[src/attestation_record_parser_core_assert.svh]
// Assertion helpers for the attestation record parser.
// Each macro samples on clk_i and is quiet while rst_ni is low.
`ifndef ATTESTATION_RECORD_PARSER_CORE_ASSERT_SVH
`define ATTESTATION_RECORD_PARSER_CORE_ASSERT_SVH

`ifndef SYNTHESIS
`define ARP_ASSERT_IMPLY(label, pre, post, msg) \
  label: assert property (@(posedge clk_i) disable iff (!rst_ni) (pre) |-> (post)) \
    else $error(msg);
`define ARP_ASSERT_NEVER(label, expr, msg) \
  label: assert property (@(posedge clk_i) disable iff (!rst_ni) !(expr)) \
    else $error(msg);
`else
`define ARP_ASSERT_IMPLY(label, pre, post, msg)
`define ARP_ASSERT_NEVER(label, expr, msg)
`endif

`endif

[src/arp_pkg.sv]
package arp_pkg;

  localparam int MAX_SELECTIONS   = 16;
  localparam int MAX_NAME_BYTES   = 128;
  localparam int MAX_EXTRA_BYTES  = 64;
  localparam int MAX_SELECT_BYTES = 4;
  localparam int MAX_DIGEST_BYTES = 64;

  localparam int BYTE_W    = 8;
  localparam int CODE_W    = 5;
  localparam int VALUE_W   = 64;
  localparam int SEL_IDX_W = 4;
  localparam int BIF_W     = 4;

  localparam int MAX_NE_BYTES = (MAX_NAME_BYTES > MAX_EXTRA_BYTES) ?
                                MAX_NAME_BYTES : MAX_EXTRA_BYTES;
  localparam int MAX_SD_BYTES = (MAX_SELECT_BYTES > MAX_DIGEST_BYTES) ?
                                MAX_SELECT_BYTES : MAX_DIGEST_BYTES;
  localparam int MAX_ARRAY_BYTES = (MAX_NE_BYTES > MAX_SD_BYTES) ? MAX_NE_BYTES : MAX_SD_BYTES;
  localparam int REM_W  = $clog2(MAX_ARRAY_BYTES + 1);
  localparam int SELS_W = $clog2(MAX_SELECTIONS + 1);

  localparam logic [CODE_W-1:0] PH_MAGIC       = 5'd0;
  localparam logic [CODE_W-1:0] PH_TYPE        = 5'd1;
  localparam logic [CODE_W-1:0] PH_NAME_SIZE   = 5'd2;
  localparam logic [CODE_W-1:0] PH_NAME_BYTE   = 5'd3;
  localparam logic [CODE_W-1:0] PH_EXTRA_SIZE  = 5'd4;
  localparam logic [CODE_W-1:0] PH_EXTRA_BYTE  = 5'd5;
  localparam logic [CODE_W-1:0] PH_CLOCK       = 5'd6;
  localparam logic [CODE_W-1:0] PH_RESET_CNT   = 5'd7;
  localparam logic [CODE_W-1:0] PH_RESTART_CNT = 5'd8;
  localparam logic [CODE_W-1:0] PH_SAFE        = 5'd9;
  localparam logic [CODE_W-1:0] PH_FW_VERSION  = 5'd10;
  localparam logic [CODE_W-1:0] PH_SEL_COUNT   = 5'd11;
  localparam logic [CODE_W-1:0] PH_HASH_ID     = 5'd12;
  localparam logic [CODE_W-1:0] PH_SEL_SIZE    = 5'd13;
  localparam logic [CODE_W-1:0] PH_SEL_BYTE    = 5'd14;
  localparam logic [CODE_W-1:0] PH_DIGEST_SIZE = 5'd15;
  localparam logic [CODE_W-1:0] PH_DIGEST_BYTE = 5'd16;
  localparam logic [CODE_W-1:0] PH_IDLE        = 5'd17;

  typedef struct packed {
    logic [BYTE_W-1:0] data_byte;
    logic              record_start;
  } arp_item_t;

  typedef struct packed {
    logic [CODE_W-1:0]    field_code;
    logic [VALUE_W-1:0]   field_value;
    logic                 field_complete;
    logic [SEL_IDX_W-1:0] selection_index;
    logic                 record_complete;
    logic                 format_error;
  } arp_result_t;

  typedef struct packed {
    logic [CODE_W-1:0]    phase;
    logic [BIF_W-1:0]     byte_in_field;
    logic [REM_W-1:0]     bytes_remaining;
    logic [VALUE_W-1:0]   acc;
    logic [SELS_W-1:0]    sel_left;
    logic [SEL_IDX_W-1:0] sel_num;
    logic                 err;
  } arp_state_t;

  // Byte count of a fixed-size field; zero for byte-array fields.
  function automatic logic [BIF_W-1:0] fixed_len(logic [CODE_W-1:0] ph);
    logic [BIF_W-1:0] len;
    unique case (ph)
      PH_MAGIC, PH_RESET_CNT, PH_RESTART_CNT, PH_SEL_COUNT:  len = 4'd4;
      PH_TYPE, PH_NAME_SIZE, PH_EXTRA_SIZE, PH_HASH_ID,
      PH_DIGEST_SIZE:                                        len = 4'd2;
      PH_CLOCK, PH_FW_VERSION:                               len = 4'd8;
      PH_SAFE, PH_SEL_SIZE:                                  len = 4'd1;
      default:                                               len = 4'd0;
    endcase
    return len;
  endfunction

endpackage

[src/arp_if.sv]
interface arp_in_if import arp_pkg::*; ();
  logic              valid;
  logic              ready;
  logic [BYTE_W-1:0] data_byte;
  logic              record_start;

  modport source (output valid, output data_byte, output record_start, input ready);
  modport sink   (input valid, input data_byte, input record_start, output ready);
endinterface

interface arp_out_if import arp_pkg::*; ();
  logic                 valid;
  logic                 ready;
  logic [CODE_W-1:0]    field_code;
  logic [VALUE_W-1:0]   field_value;
  logic                 field_complete;
  logic [SEL_IDX_W-1:0] selection_index;
  logic                 record_complete;
  logic                 format_error;

  modport source (output valid, output field_code, output field_value, output field_complete,
                  output selection_index, output record_complete, output format_error,
                  input ready);
  modport sink   (input valid, input field_code, input field_value, input field_complete,
                  input selection_index, input record_complete, input format_error,
                  output ready);
endinterface

[src/arp_in_reg.sv]
module arp_in_reg import arp_pkg::*; (
  input  logic       clk_i,
  input  logic       rst_ni,
  arp_in_if.sink     in_i,
  input  logic       take_i,
  output logic       vld_o,
  output arp_item_t  item_o
);

  logic      vld_q;
  arp_item_t item_q;
  logic      load;

  assign in_i.ready = !vld_q || take_i;
  assign load       = in_i.valid && in_i.ready;

  always_ff @(posedge clk_i or negedge rst_ni) begin
    if (!rst_ni) begin
      vld_q <= 1'b0;
    end else if (in_i.ready) begin
      vld_q <= in_i.valid;
    end
  end

  always_ff @(posedge clk_i) begin
    if (load) begin
      item_q.data_byte    <= in_i.data_byte;
      item_q.record_start <= in_i.record_start;
    end
  end

  assign vld_o  = vld_q;
  assign item_o = item_q;

endmodule

[src/arp_parser.sv]
module arp_parser import arp_pkg::*; (
  input  logic       clk_i,
  input  logic       rst_ni,
  input  logic       vld_i,
  input  arp_item_t  item_i,
  output logic       take_o,
  arp_out_if.source  out_o
);

  arp_state_t  st_q, st_d, cur;
  arp_result_t res_q, res_d;
  logic        out_vld_q;

  logic [BIF_W-1:0]   len;
  logic [BIF_W-1:0]   bif_n;
  logic [REM_W-1:0]   rem_n;
  logic [VALUE_W-1:0] acc_n;
  logic [SELS_W-1:0]  left_n;
  logic               do_close;
  logic               do_fail;

  assign take_o = vld_i && (!out_vld_q || out_o.ready);

  always_comb begin
    cur = st_q;
    if (item_i.record_start) begin
      cur       = '0;
      cur.phase = PH_MAGIC;
    end

    st_d     = cur;
    res_d    = '0;
    do_close = 1'b0;
    do_fail  = 1'b0;
    len      = fixed_len(cur.phase);
    bif_n    = BIF_W'(cur.byte_in_field + 1'b1);
    rem_n    = REM_W'(cur.bytes_remaining - 1'b1);
    acc_n    = {cur.acc[VALUE_W-BYTE_W-1:0], item_i.data_byte};
    left_n   = SELS_W'(cur.sel_left - 1'b1);

    if (cur.err) begin
      res_d.format_error = 1'b1;
    end else if (cur.phase < PH_IDLE) begin
      res_d.field_code = cur.phase;
      if (cur.phase == PH_HASH_ID || cur.phase == PH_SEL_SIZE || cur.phase == PH_SEL_BYTE) begin
        res_d.selection_index = cur.sel_num;
      end
      if (len != '0) begin
        res_d.field_value = acc_n;
        if (bif_n >= len) begin
          res_d.field_complete = 1'b1;
          st_d.byte_in_field   = '0;
          st_d.acc             = '0;
          unique case (cur.phase)
            PH_NAME_SIZE: begin
              if (acc_n > VALUE_W'(MAX_NAME_BYTES)) begin
                do_fail = 1'b1;
              end else if (acc_n == '0) begin
                st_d.phase = PH_EXTRA_SIZE;
              end else begin
                st_d.bytes_remaining = acc_n[REM_W-1:0];
                st_d.phase           = PH_NAME_BYTE;
              end
            end
            PH_EXTRA_SIZE: begin
              if (acc_n > VALUE_W'(MAX_EXTRA_BYTES)) begin
                do_fail = 1'b1;
              end else if (acc_n == '0) begin
                st_d.phase = PH_CLOCK;
              end else begin
                st_d.bytes_remaining = acc_n[REM_W-1:0];
                st_d.phase           = PH_EXTRA_BYTE;
              end
            end
            PH_SEL_COUNT: begin
              if (acc_n > VALUE_W'(MAX_SELECTIONS)) begin
                do_fail = 1'b1;
              end else if (acc_n == '0) begin
                st_d.phase = PH_DIGEST_SIZE;
              end else begin
                st_d.sel_left = acc_n[SELS_W-1:0];
                st_d.sel_num  = '0;
                st_d.phase    = PH_HASH_ID;
              end
            end
            PH_SEL_SIZE: begin
              if (acc_n > VALUE_W'(MAX_SELECT_BYTES)) begin
                do_fail = 1'b1;
              end else if (acc_n == '0) begin
                do_close = 1'b1;
              end else begin
                st_d.bytes_remaining = acc_n[REM_W-1:0];
                st_d.phase           = PH_SEL_BYTE;
              end
            end
            PH_DIGEST_SIZE: begin
              if (acc_n > VALUE_W'(MAX_DIGEST_BYTES)) begin
                do_fail = 1'b1;
              end else if (acc_n == '0) begin
                res_d.record_complete = 1'b1;
                st_d.phase            = PH_IDLE;
              end else begin
                st_d.bytes_remaining = acc_n[REM_W-1:0];
                st_d.phase           = PH_DIGEST_BYTE;
              end
            end
            default: st_d.phase = CODE_W'(cur.phase + 1'b1);
          endcase
        end else begin
          st_d.byte_in_field = bif_n;
          st_d.acc           = acc_n;
        end
      end else begin
        res_d.field_value    = VALUE_W'(item_i.data_byte);
        st_d.bytes_remaining = rem_n;
        if (rem_n == '0) begin
          res_d.field_complete = 1'b1;
          unique case (cur.phase)
            PH_NAME_BYTE:  st_d.phase = PH_EXTRA_SIZE;
            PH_EXTRA_BYTE: st_d.phase = PH_CLOCK;
            PH_SEL_BYTE:   do_close   = 1'b1;
            default: begin
              res_d.record_complete = 1'b1;
              st_d.phase            = PH_IDLE;
            end
          endcase
        end
      end

      // Retire one selection entry: next entry or on to the digest.
      if (do_close) begin
        st_d.sel_left = left_n;
        if (left_n == '0) begin
          st_d.phase = PH_DIGEST_SIZE;
        end else begin
          st_d.sel_num = SEL_IDX_W'(cur.sel_num + 1'b1);
          st_d.phase   = PH_HASH_ID;
        end
      end

      // Latch the error and drop bytes until the next record start.
      if (do_fail) begin
        res_d.format_error = 1'b1;
        st_d.err           = 1'b1;
        st_d.phase         = PH_IDLE;
      end
    end
  end

  always_ff @(posedge clk_i or negedge rst_ni) begin
    if (!rst_ni) begin
      st_q      <= '{phase: PH_MAGIC, default: '0};
      out_vld_q <= 1'b0;
    end else begin
      if (take_o) begin
        st_q <= st_d;
      end
      if (take_o) begin
        out_vld_q <= 1'b1;
      end else if (out_o.ready) begin
        out_vld_q <= 1'b0;
      end
    end
  end

  always_ff @(posedge clk_i) begin
    if (take_o) begin
      res_q <= res_d;
    end
  end

  assign out_o.valid           = out_vld_q;
  assign out_o.field_code      = res_q.field_code;
  assign out_o.field_value     = res_q.field_value;
  assign out_o.field_complete  = res_q.field_complete;
  assign out_o.selection_index = res_q.selection_index;
  assign out_o.record_complete = res_q.record_complete;
  assign out_o.format_error    = res_q.format_error;

endmodule

[src/attestation_record_parser_core.sv]
// Streaming parser for a big-endian quote attestation record.
// Input channel in_i carries one record byte per transfer plus record_start,
// which restarts the parser on the first magic byte of a new record.
// Output channel out_o carries one result per input byte: the field code,
// the big-endian value gathered so far (raw byte in array fields), the
// field and record end flags, the selection index and format_error.
// A length or count above its bound reports format_error on the last byte
// of that field; later bytes up to the next record_start come out with only format_error set.
// Each result passes through the input register and then the result
// register before it is valid on out_o.
// Throughput: one byte per cycle while out_o.ready stays high; the parse
// state update is a single registered step per byte.
// Reset: both stages empty, parser expects the magic field.
// When the receiver stalls, the result register holds and the input
// register still takes one byte; after that in_i.ready drops until the
// result is taken.
`include "attestation_record_parser_core_assert.svh"

module attestation_record_parser_core import arp_pkg::*; (
  input  logic      clk_i,
  input  logic      rst_ni,
  arp_in_if.sink    in_i,
  arp_out_if.source out_o
);

  logic      item_vld;
  arp_item_t item;
  logic      take;

  arp_in_reg u_in_reg (
    .clk_i  (clk_i),
    .rst_ni (rst_ni),
    .in_i   (in_i),
    .take_i (take),
    .vld_o  (item_vld),
    .item_o (item)
  );

  arp_parser u_parser (
    .clk_i  (clk_i),
    .rst_ni (rst_ni),
    .vld_i  (item_vld),
    .item_i (item),
    .take_o (take),
    .out_o  (out_o)
  );

  `ARP_ASSERT_IMPLY(a_rec_end_on_digest, out_o.valid && out_o.record_complete,
    out_o.field_complete && !out_o.format_error &&
    (out_o.field_code == PH_DIGEST_SIZE || out_o.field_code == PH_DIGEST_BYTE),
    "record end outside the digest")
  `ARP_ASSERT_IMPLY(a_sel_idx_scope, out_o.valid && out_o.selection_index != '0,
    out_o.field_code == PH_HASH_ID || out_o.field_code == PH_SEL_SIZE ||
    out_o.field_code == PH_SEL_BYTE,
    "selection index outside a selection")
  `ARP_ASSERT_IMPLY(a_err_drop_clean, out_o.valid && out_o.format_error && !out_o.field_complete,
    out_o.field_code == PH_MAGIC && out_o.field_value == '0,
    "dropped byte after error carries data")
  `ARP_ASSERT_NEVER(a_code_range, out_o.valid && out_o.field_code > PH_DIGEST_BYTE,
    "field code out of range")

endmodule

[src/flat_wrapper.sv]
// flat-port wrapper written by rule: the top's interface ports become plain ports
module attestation_record_parser_core_flat import arp_pkg::*;
  (clk_i, rst_ni, in_i_valid, in_i_data_byte, in_i_record_start, in_i_ready, out_o_valid, out_o_field_code, out_o_field_value, out_o_field_complete, out_o_selection_index, out_o_record_complete, out_o_format_error, out_o_ready);
  arp_in_if in_i_i ();
  arp_out_if out_o_i ();
  input  logic clk_i;
  input  logic rst_ni;
  input wire logic [$bits(in_i_i.valid)-1:0] in_i_valid;
  input wire logic [$bits(in_i_i.data_byte)-1:0] in_i_data_byte;
  input wire logic [$bits(in_i_i.record_start)-1:0] in_i_record_start;
  output wire logic [$bits(in_i_i.ready)-1:0] in_i_ready;
  output wire logic [$bits(out_o_i.valid)-1:0] out_o_valid;
  output wire logic [$bits(out_o_i.field_code)-1:0] out_o_field_code;
  output wire logic [$bits(out_o_i.field_value)-1:0] out_o_field_value;
  output wire logic [$bits(out_o_i.field_complete)-1:0] out_o_field_complete;
  output wire logic [$bits(out_o_i.selection_index)-1:0] out_o_selection_index;
  output wire logic [$bits(out_o_i.record_complete)-1:0] out_o_record_complete;
  output wire logic [$bits(out_o_i.format_error)-1:0] out_o_format_error;
  input wire logic [$bits(out_o_i.ready)-1:0] out_o_ready;
  assign in_i_i.valid = in_i_valid;
  assign in_i_i.data_byte = in_i_data_byte;
  assign in_i_i.record_start = in_i_record_start;
  assign in_i_ready = in_i_i.ready;
  assign out_o_valid = out_o_i.valid;
  assign out_o_field_code = out_o_i.field_code;
  assign out_o_field_value = out_o_i.field_value;
  assign out_o_field_complete = out_o_i.field_complete;
  assign out_o_selection_index = out_o_i.selection_index;
  assign out_o_record_complete = out_o_i.record_complete;
  assign out_o_format_error = out_o_i.format_error;
  assign out_o_i.ready = out_o_ready;
  attestation_record_parser_core u_core (.clk_i(clk_i), .rst_ni(rst_ni), .in_i(in_i_i), .out_o(out_o_i));
endmodule
[config.mk]
export PLATFORM = sky130hd
export DESIGN_NAME = attestation_record_parser_core_flat
export DESIGN_NICKNAME = d
export VERILOG_FILES = /design/src/arp_pkg.sv /design/src/arp_if.sv /design/src/arp_in_reg.sv /design/src/arp_parser.sv /design/src/attestation_record_parser_core.sv /design/src/flat_wrapper.sv
export VERILOG_INCLUDE_DIRS = /design/src /design/src/src
export SDC_FILE = /design/constraint.sdc
export NUM_CORES = 1
export LEC_CHECK = 0
export ABC_AREA = 1
export BUFFER_PORTS_ARGS = -buffer_cell sky130_fd_sc_hd__buf_4
export CAP_MARGIN = 5
export CORE_MARGIN = 2
export CORE_UTILIZATION = 45
export DETAILED_ROUTE_END_ITERATION = 7
export PLACE_DENSITY = 0.64
export SYNTH_ARGS = -nofsm -noshare
export SYNTH_HDL_FRONTEND = slang
export SYNTH_SLANG_ARGS = --single-unit
[constraint.sdc]
create_clock -name clk_i -period 4.2 [get_ports clk_i]
set_input_delay 0.84 -clock clk_i [delete_from_list [all_inputs] [get_ports clk_i]]
set_output_delay 0.84 -clock clk_i [all_outputs]
set_load 0.005 [all_outputs]
# Word-level counts from Yosys, hierarchy flattened
# Memory sizes are Yosys's and may differ from the RTL's.
# Cells that the tools add are included.
# W data, S select, Z words.
[classes] addsub=5 order_cmp=6 n_eq_ne=9 n_mux=70 bitwise_logic=3 n_reduce_logical=18
[ops] cell="$mux W91" n=3
[ops] cell="$mux W73" n=1
[ops] cell="$gt A64 B3 Y1 const B" n=1
[ops] cell="$gt A64 B5 Y1 const B" n=1
[ops] cell="$gt A64 B7 Y1 const B" n=1
[ops] cell="$gt A64 B8 Y1 const B" n=1
[ops] cell="$logic_not A64 Y1" n=1
[ops] cell="$mux W64" n=1
[ops] cell="$mux W5" n=11
[ops] cell="$mux W8" n=6
[ops] cell="$mux W9" n=5
[ops] cell="$mux W1" n=31
[ops] cell="$eq A5 B4 Y1 const B" n=5
[ops] cell="$pmux W5 S5" n=1
[ops] cell="$pmux W8 S3" n=1
[ops] cell="$mux W4" n=4
[ops] cell="$pmux W5 S3" n=1
[ops] cell="$eq A5 B2 Y1 const B" n=2
[ops] cell="$eq A5 B3 Y1 const B" n=2
[ops] cell="$reduce_or A3 Y1" n=3
[ops] cell="$add A4 B1 Y4 const B" n=2
[ops] cell="$logic_not A8 Y1" n=1
[ops] cell="$sub A8 B1 Y8 const B" n=1
[ops] cell="$mux W2" n=3
[ops] cell="other kinds (14)" n=22
[word_totals] reg_bits=178 romBits=64 inputBits=13 output_inout_bits=78 word_cells=130 mem_count=1
[memory_table] name="(no name shown)" depth=16 word_bits=4 rd=1 rd_clocked_by_memory_dff=0 wr=0 line="arp_pkg.sv:69" text="unique case (ph)"

# Depth between registers and ports, before layout
[logic_depth] ltp_word=13 depth_mapped=24 ltp_nobuf=22

# Modules after synthesis
# From an unflattened synthesis, not the netlist that was laid out.
[hier_totals] cells_unflattened=1252 area_unflattened_um2=9887.0
[by_module_without_submodules] module="arp_parser" n_inst=1 cells_per_inst=1237 area_per_inst_um2=9571.7 seq_area_each_um2=4384.2
[by_module_without_submodules] module="arp_in_reg" n_inst=1 cells_per_inst=15 area_per_inst_um2=315.3 seq_area_each_um2=295.3

# Least setup slack after synthesis
# No wires, ideal clock.
[synth_timing] path_type="input -> register" startpoint="input out_o_ready" endpoint="register u_core.u_parser.res_q (netlist bit u_core.u_parser.out_o.field_code[0]), enable pin" setup_time_ns=0.469 arrival_time_ns=3.465 t_required_ns=3.731 setup_slack_ns=0.266 cell_stages=5 path_buffers=1 cell_sequence="inv_1 > nand2_1 > nand2_1 > clkinv_1 > clkbuf_1"
[synth_via] elab_chain_cells=2
[synth_lines] element="from (decl)" line="flat_wrapper.sv:19" text="input wire logic [$bits(out_o_i.ready)-1:0] out_o_ready;"
[synth_lines] element="$logic_or A1 B1 Y1" line="arp_parser.sv:22" text="assign take_o = vld_i && (!out_vld_q || out_o.ready);"
[synth_lines] element="$logic_and A1 B1 Y1" line="arp_parser.sv:22"
[synth_lines] element="via u_core.take" line="attestation_record_parser_core.sv:28" text="logic take;"
[synth_lines] element="to (signal assigned)" line="arp_parser.sv:168" text="res_q <= res_d;"
[synth_lines] element="to (decl)" line="arp_parser.sv:11" text="arp_result_t res_q, res_d;"
# The timed path passes the listed nets, and every way through them passes these cells.
# A chain may end at the register's enable or synchronous reset.

# Worst setup path after layout
[layout_timing] startpoint="register u_core.u_in_reg.item_q (netlist bit u_core.u_in_reg.item_o[0])" endpoint="register u_core.u_parser.st_q[89] (netlist name)"
[layout_via] elab_chain_cells=13 elab_cells_between_ends=57 classes_between="3 x add/sub; 6 x order compare; 8 x eq/ne; 35 x mux; 4 x reduce/logical; 1 x memory"
[layout_lines] element="from (decl)" line="arp_in_reg.sv:11" text="arp_item_t item_q;"
[layout_lines] element="$mux W91 *" line="arp_parser.sv:26" text="if (item_i.record_start) begin"
[layout_lines] element="parallel branches: the longest is 11 deep, another holds $gt A64 B7 Y1"
[layout_lines] element="$mux W91 *" line="arp_parser.sv:41" text="if (cur.err) begin"
[layout_lines] element="to (signal assigned)" line="arp_parser.sv:156" text="st_q <= st_d;"
[layout_lines] element="to (decl)" line="arp_parser.sv:10" text="arp_state_t st_q, st_d, cur;"
# Mark *: on every way between the ends. The select of a mux whose other input is x is not followed.

==> metrics.md <==
| Metric | Value |
|---|---|
| Status | `finished, final reports clean` |
| Peak VDD IR | `0.000418 V` |
| Nets | `1,350` |
| Max_cap viols | `0` |
| Fill cells | `2,084` |
| Mean Syn Cell Area | `7.98 um2` |
| Gate power share | `47.9%` |
| Synthesized Nets | `1,280` |
| # resized after CTS | `0` |
| PD cells | `729 nW/um2` |
| Starting DRT DRC Count | `768` |
| Worst-margin pin slew | `818 ps` |
| Min cycle time layout | `3710 ps` |
| Drt via density | `5.43` |
| Most frequent cells in the layout | `242 x nand2_1, 168 x nor2_1, 158 x inv_1` |
| NetSw | `3.85 mW` |
| Drt pass-1 iters | `5` |
| Routed Antenna Nets | `0` |
| Synth warn | `0` |
| Clock Latency Late Sink | `430 ps` |
| Detailed Place HPWL | `18,700 um` |
| Critical path class | `reg2reg` |
| Share of layout cells above drive strength 1 | `16.0%` |
| Total core area | `21,800 um2` |
| HP Class | `in2async` |
| Post-synthesis cell type count | `49` |
| Async SR Flop Fraction | `50.0%` |
| CTS tree | `done` |
| Synth Register Bits | `170` |
| Dpl cells | `1,583` |
| Met3 Wirelength | `1780 um` |
| Internal | `4.51 mW` |
| Crit path max fanout | `38` |
| Clock root buffer | `clkbuf_16` |
| Final worst slack | `492 ps` |
| CTS Hold Bufs | `0` |
| DRC violation count after routing | `0` |
| P_leak | `5.35 nW` |
| Initial antenna violation count | `1` |
| Die Y-Extent | `153 um` |
| Place WS | `542 ps` |
| Met2 Wirelength | `12,300 um` |
| Top_reg_cell synth | `edfxtp_1` |
| Post-Layout Cell Count | `1,615` |
| Metal-1 WL | `12,700 um` |
| Pins over their slew limit | `0` |
| Period utilization | `88.3%` |
| Die ar. | `23,400 um2` |
| Data arrival, critical path | `4010 ps` |
| CP Launch Type | `flip-flop` |
| Final setup fails | `0` |
| Routed vias | `8,771` |
| Setup Skew | `8.12 ps` |
| Final wirelength | `27,200 um` |
| First-pass GRT wire length | `44,200 um` |
| Sequential area share after synthesis | `46.8%` |
| Reg area | `4680 um2` |
| Largest net degree at the start of global routing | `81` |
| Crit. End Element | `flip-flop` |
| Remaining global-route overflow | `0` |
| CTS Buf Count | `17` |
| Cells after Synth | `1,252` |
| Commonest non-fill, non-tap cell in the layout | `nand2_1` |
| Die width | `153 um` |
| DR top layer | `met4` |
| Starting Density | `45.8%` |
| # clock sinks | `170` |
| Seq pwr share | `32.5%` |
| Number of global-route vias before repair | `8,286` |
| Boundary pin count | `91` |
| Number of diodes | `0` |
| Worst hold slack | `180 ps` |
| Unrepaired setup endpoints after global routing | `false` |
| Multi-input gate area | `4390 um2` |
| Post-Route Setup TNS | `0 ps` |
| Worst slew margin | `45.4%` |
| Worst EP required | `4500 ps` |
| Final GP Congestion | `0.959` |
| Max Buffers Root-to-Sink | `2` |
| F_max | `270 MHz` |
| Sw frac | `46.1%` |
| P&R area growth vs syn | `14.8%` |
| Buffers on Ports | `90` |
| Worst-path clk slew | `70 ps` |
| Setup bufs post-CTS | `0` |
| Netlist Area Pre-Place | `9990 um2` |
| Wirelength per Cell | `16.9 um` |
| Site Rows | `54` |
| EDFF count, synth | `85` |
| Clock share of power | `19.5%` |
| Final hold viol count | `0` |
| GR Util All Layers | `23.6%` |
| CTS HTree Levels | `4` |
state kept, by name, summed over array words and instances, names as in the netlist:
name	flops
u_core.u_parser.out_o.format_error	1
u_core.u_in_reg.item_o	9
u_core.u_parser.st_q	83
u_core.u_in_reg.vld_o	1
u_core.u_parser.out_o.field_complete	1
u_core.u_parser.out_o.field_code	5
u_core.u_parser.out_o.record_complete	1
u_core.u_parser.out_o.valid	1
u_core.u_parser.out_o.selection_index	4
u_core.u_parser.out_o.field_value	64
routing by layer:
layer / vias up / global-route usage (%)
met5: - / 0
met4: 0 / 7.63
met3: 30 / 3.71
met2: 321 / 35.7
met1: 4131 / 34.8
li1: 4289 / -
layout make-up:
| type | instances | share of cell area [%] |
|---|---|---|
| Inverter | 171 | 5.66 |
| Timing Repair Buffer | 109 | 7.13 |
| Clock buffer | 19 | 3.77 |
| Multi-Input combinational cell | 853 | 38.2 |
| Tap cell | 280 | 3.05 |
| Clock inverter | 13 | 1.38 |
| Sequential cell | 170 | 40.8 |
through the flow:
stage	total power, mW	cell area [um2]	util, %
global placement	6.64	10900	49.9
global route	8.98	11500	52.6
detailed placement	6.70	10900	49.9
CTS	8.36	11500	52.6
floorplan	5.56	9990	-
finish	8.36	11500	52.6
power groups by stage:
stage	Clock (mW)	Sequential [mW]	Combinational [mW]
2_1_floorplan	0	2.70	2.86
3_3_place_gp	0	2.73	3.91
3_5_place_dp	0	2.74	3.96
4_1_cts	1.67	2.71	3.98
5_1_grt	1.73	2.78	4.47
6_report	1.63	2.72	4.01
synth_stat cells (4+ instances only):
| cell | instances | share of area (%) |
|---|---|---|
| nand3_2 | 4 | 0.40 |
| o21ai_1 | 34 | 1.7 |
| dfrtp_1 | 85 | 21 |
| o31ai_1 | 6 | 0.45 |
| inv_1 | 158 | 5.9 |
| o21ai_0 | 79 | 4.0 |
| o21ai_2 | 4 | 0.35 |
| nand2_2 | 20 | 1.3 |
| nor3_1 | 14 | 0.70 |
| nor2_4 | 13 | 1.5 |
| xor2_1 | 8 | 0.70 |
| nand2_1 | 242 | 9.1 |
| nor2_2 | 6 | 0.38 |
| ha_1 | 15 | 1.9 |
| clkinv_1 | 4 | 0.15 |
| clkbuf_1 | 27 | 1.0 |
| inv_2 | 7 | 0.26 |
| buf_6 | 4 | 0.45 |
| nand4_1 | 5 | 0.31 |
| nand2_4 | 4 | 0.45 |
| o22ai_1 | 11 | 0.69 |
| o211ai_1 | 42 | 3.2 |
| nand3_1 | 82 | 4.1 |
| nor2_1 | 169 | 6.3 |
| edfxtp_1 | 85 | 26 |
| a21oi_1 | 62 | 3.1 |
| buf_2 | 17 | 0.85 |
| buf_4 | 6 | 0.45 |
cells by family (layout without fill, tap and decap cells):
logic type,after synthesis,count (layout),synth area share (%)
simple gates,569,569,25.6
compound gates,260,260,15.4
buf+inv,229,312,9.50
flops,170,170,46.8
fa+ha+maj,15,15,1.88
xor+xnor,9,9,0.789
worst max-delay path: stages, from the launching register on:
cell and delay, ps:
edfxtp_1 430, inv_4 100, nand2_1 70, buf_4 170, ha_1 320, nand2_1 80
nand2_1 60, inv_1 60, o211ai_1 140, ha_1 360, inv_1 70, nor2_1 40
o211ai_1 150, nand3_1 400, inv_1 230, buf_4 450, a21oi_1 120, o21ai_0 90
inv_1 60, o21ai_1 140, a22oi_2 60
final timing paths:
kind | start | endpoint | slack [ps] | cells past startpoint
max | u_core.u_in_reg.item_o[0] | u_core.u_parser.st_q[89] | 490 | 20
min | rst_ni | u_core.u_parser.st_q[29] | 180 | 1
max reg2reg | u_core.u_in_reg.item_o[0] | u_core.u_parser.st_q[89] | 490 | 20
min reg2reg | u_core.u_parser.st_q[2] | u_core.u_parser.st_q[2] | 490 | 2
max in group asynchronous | rst_ni | u_core.u_parser.st_q[11] | 3100 | 2
min in group clk_i | u_core.u_parser.st_q[2] | u_core.u_parser.st_q[2] | 490 | 2
(Power assumes the default switching activity.)
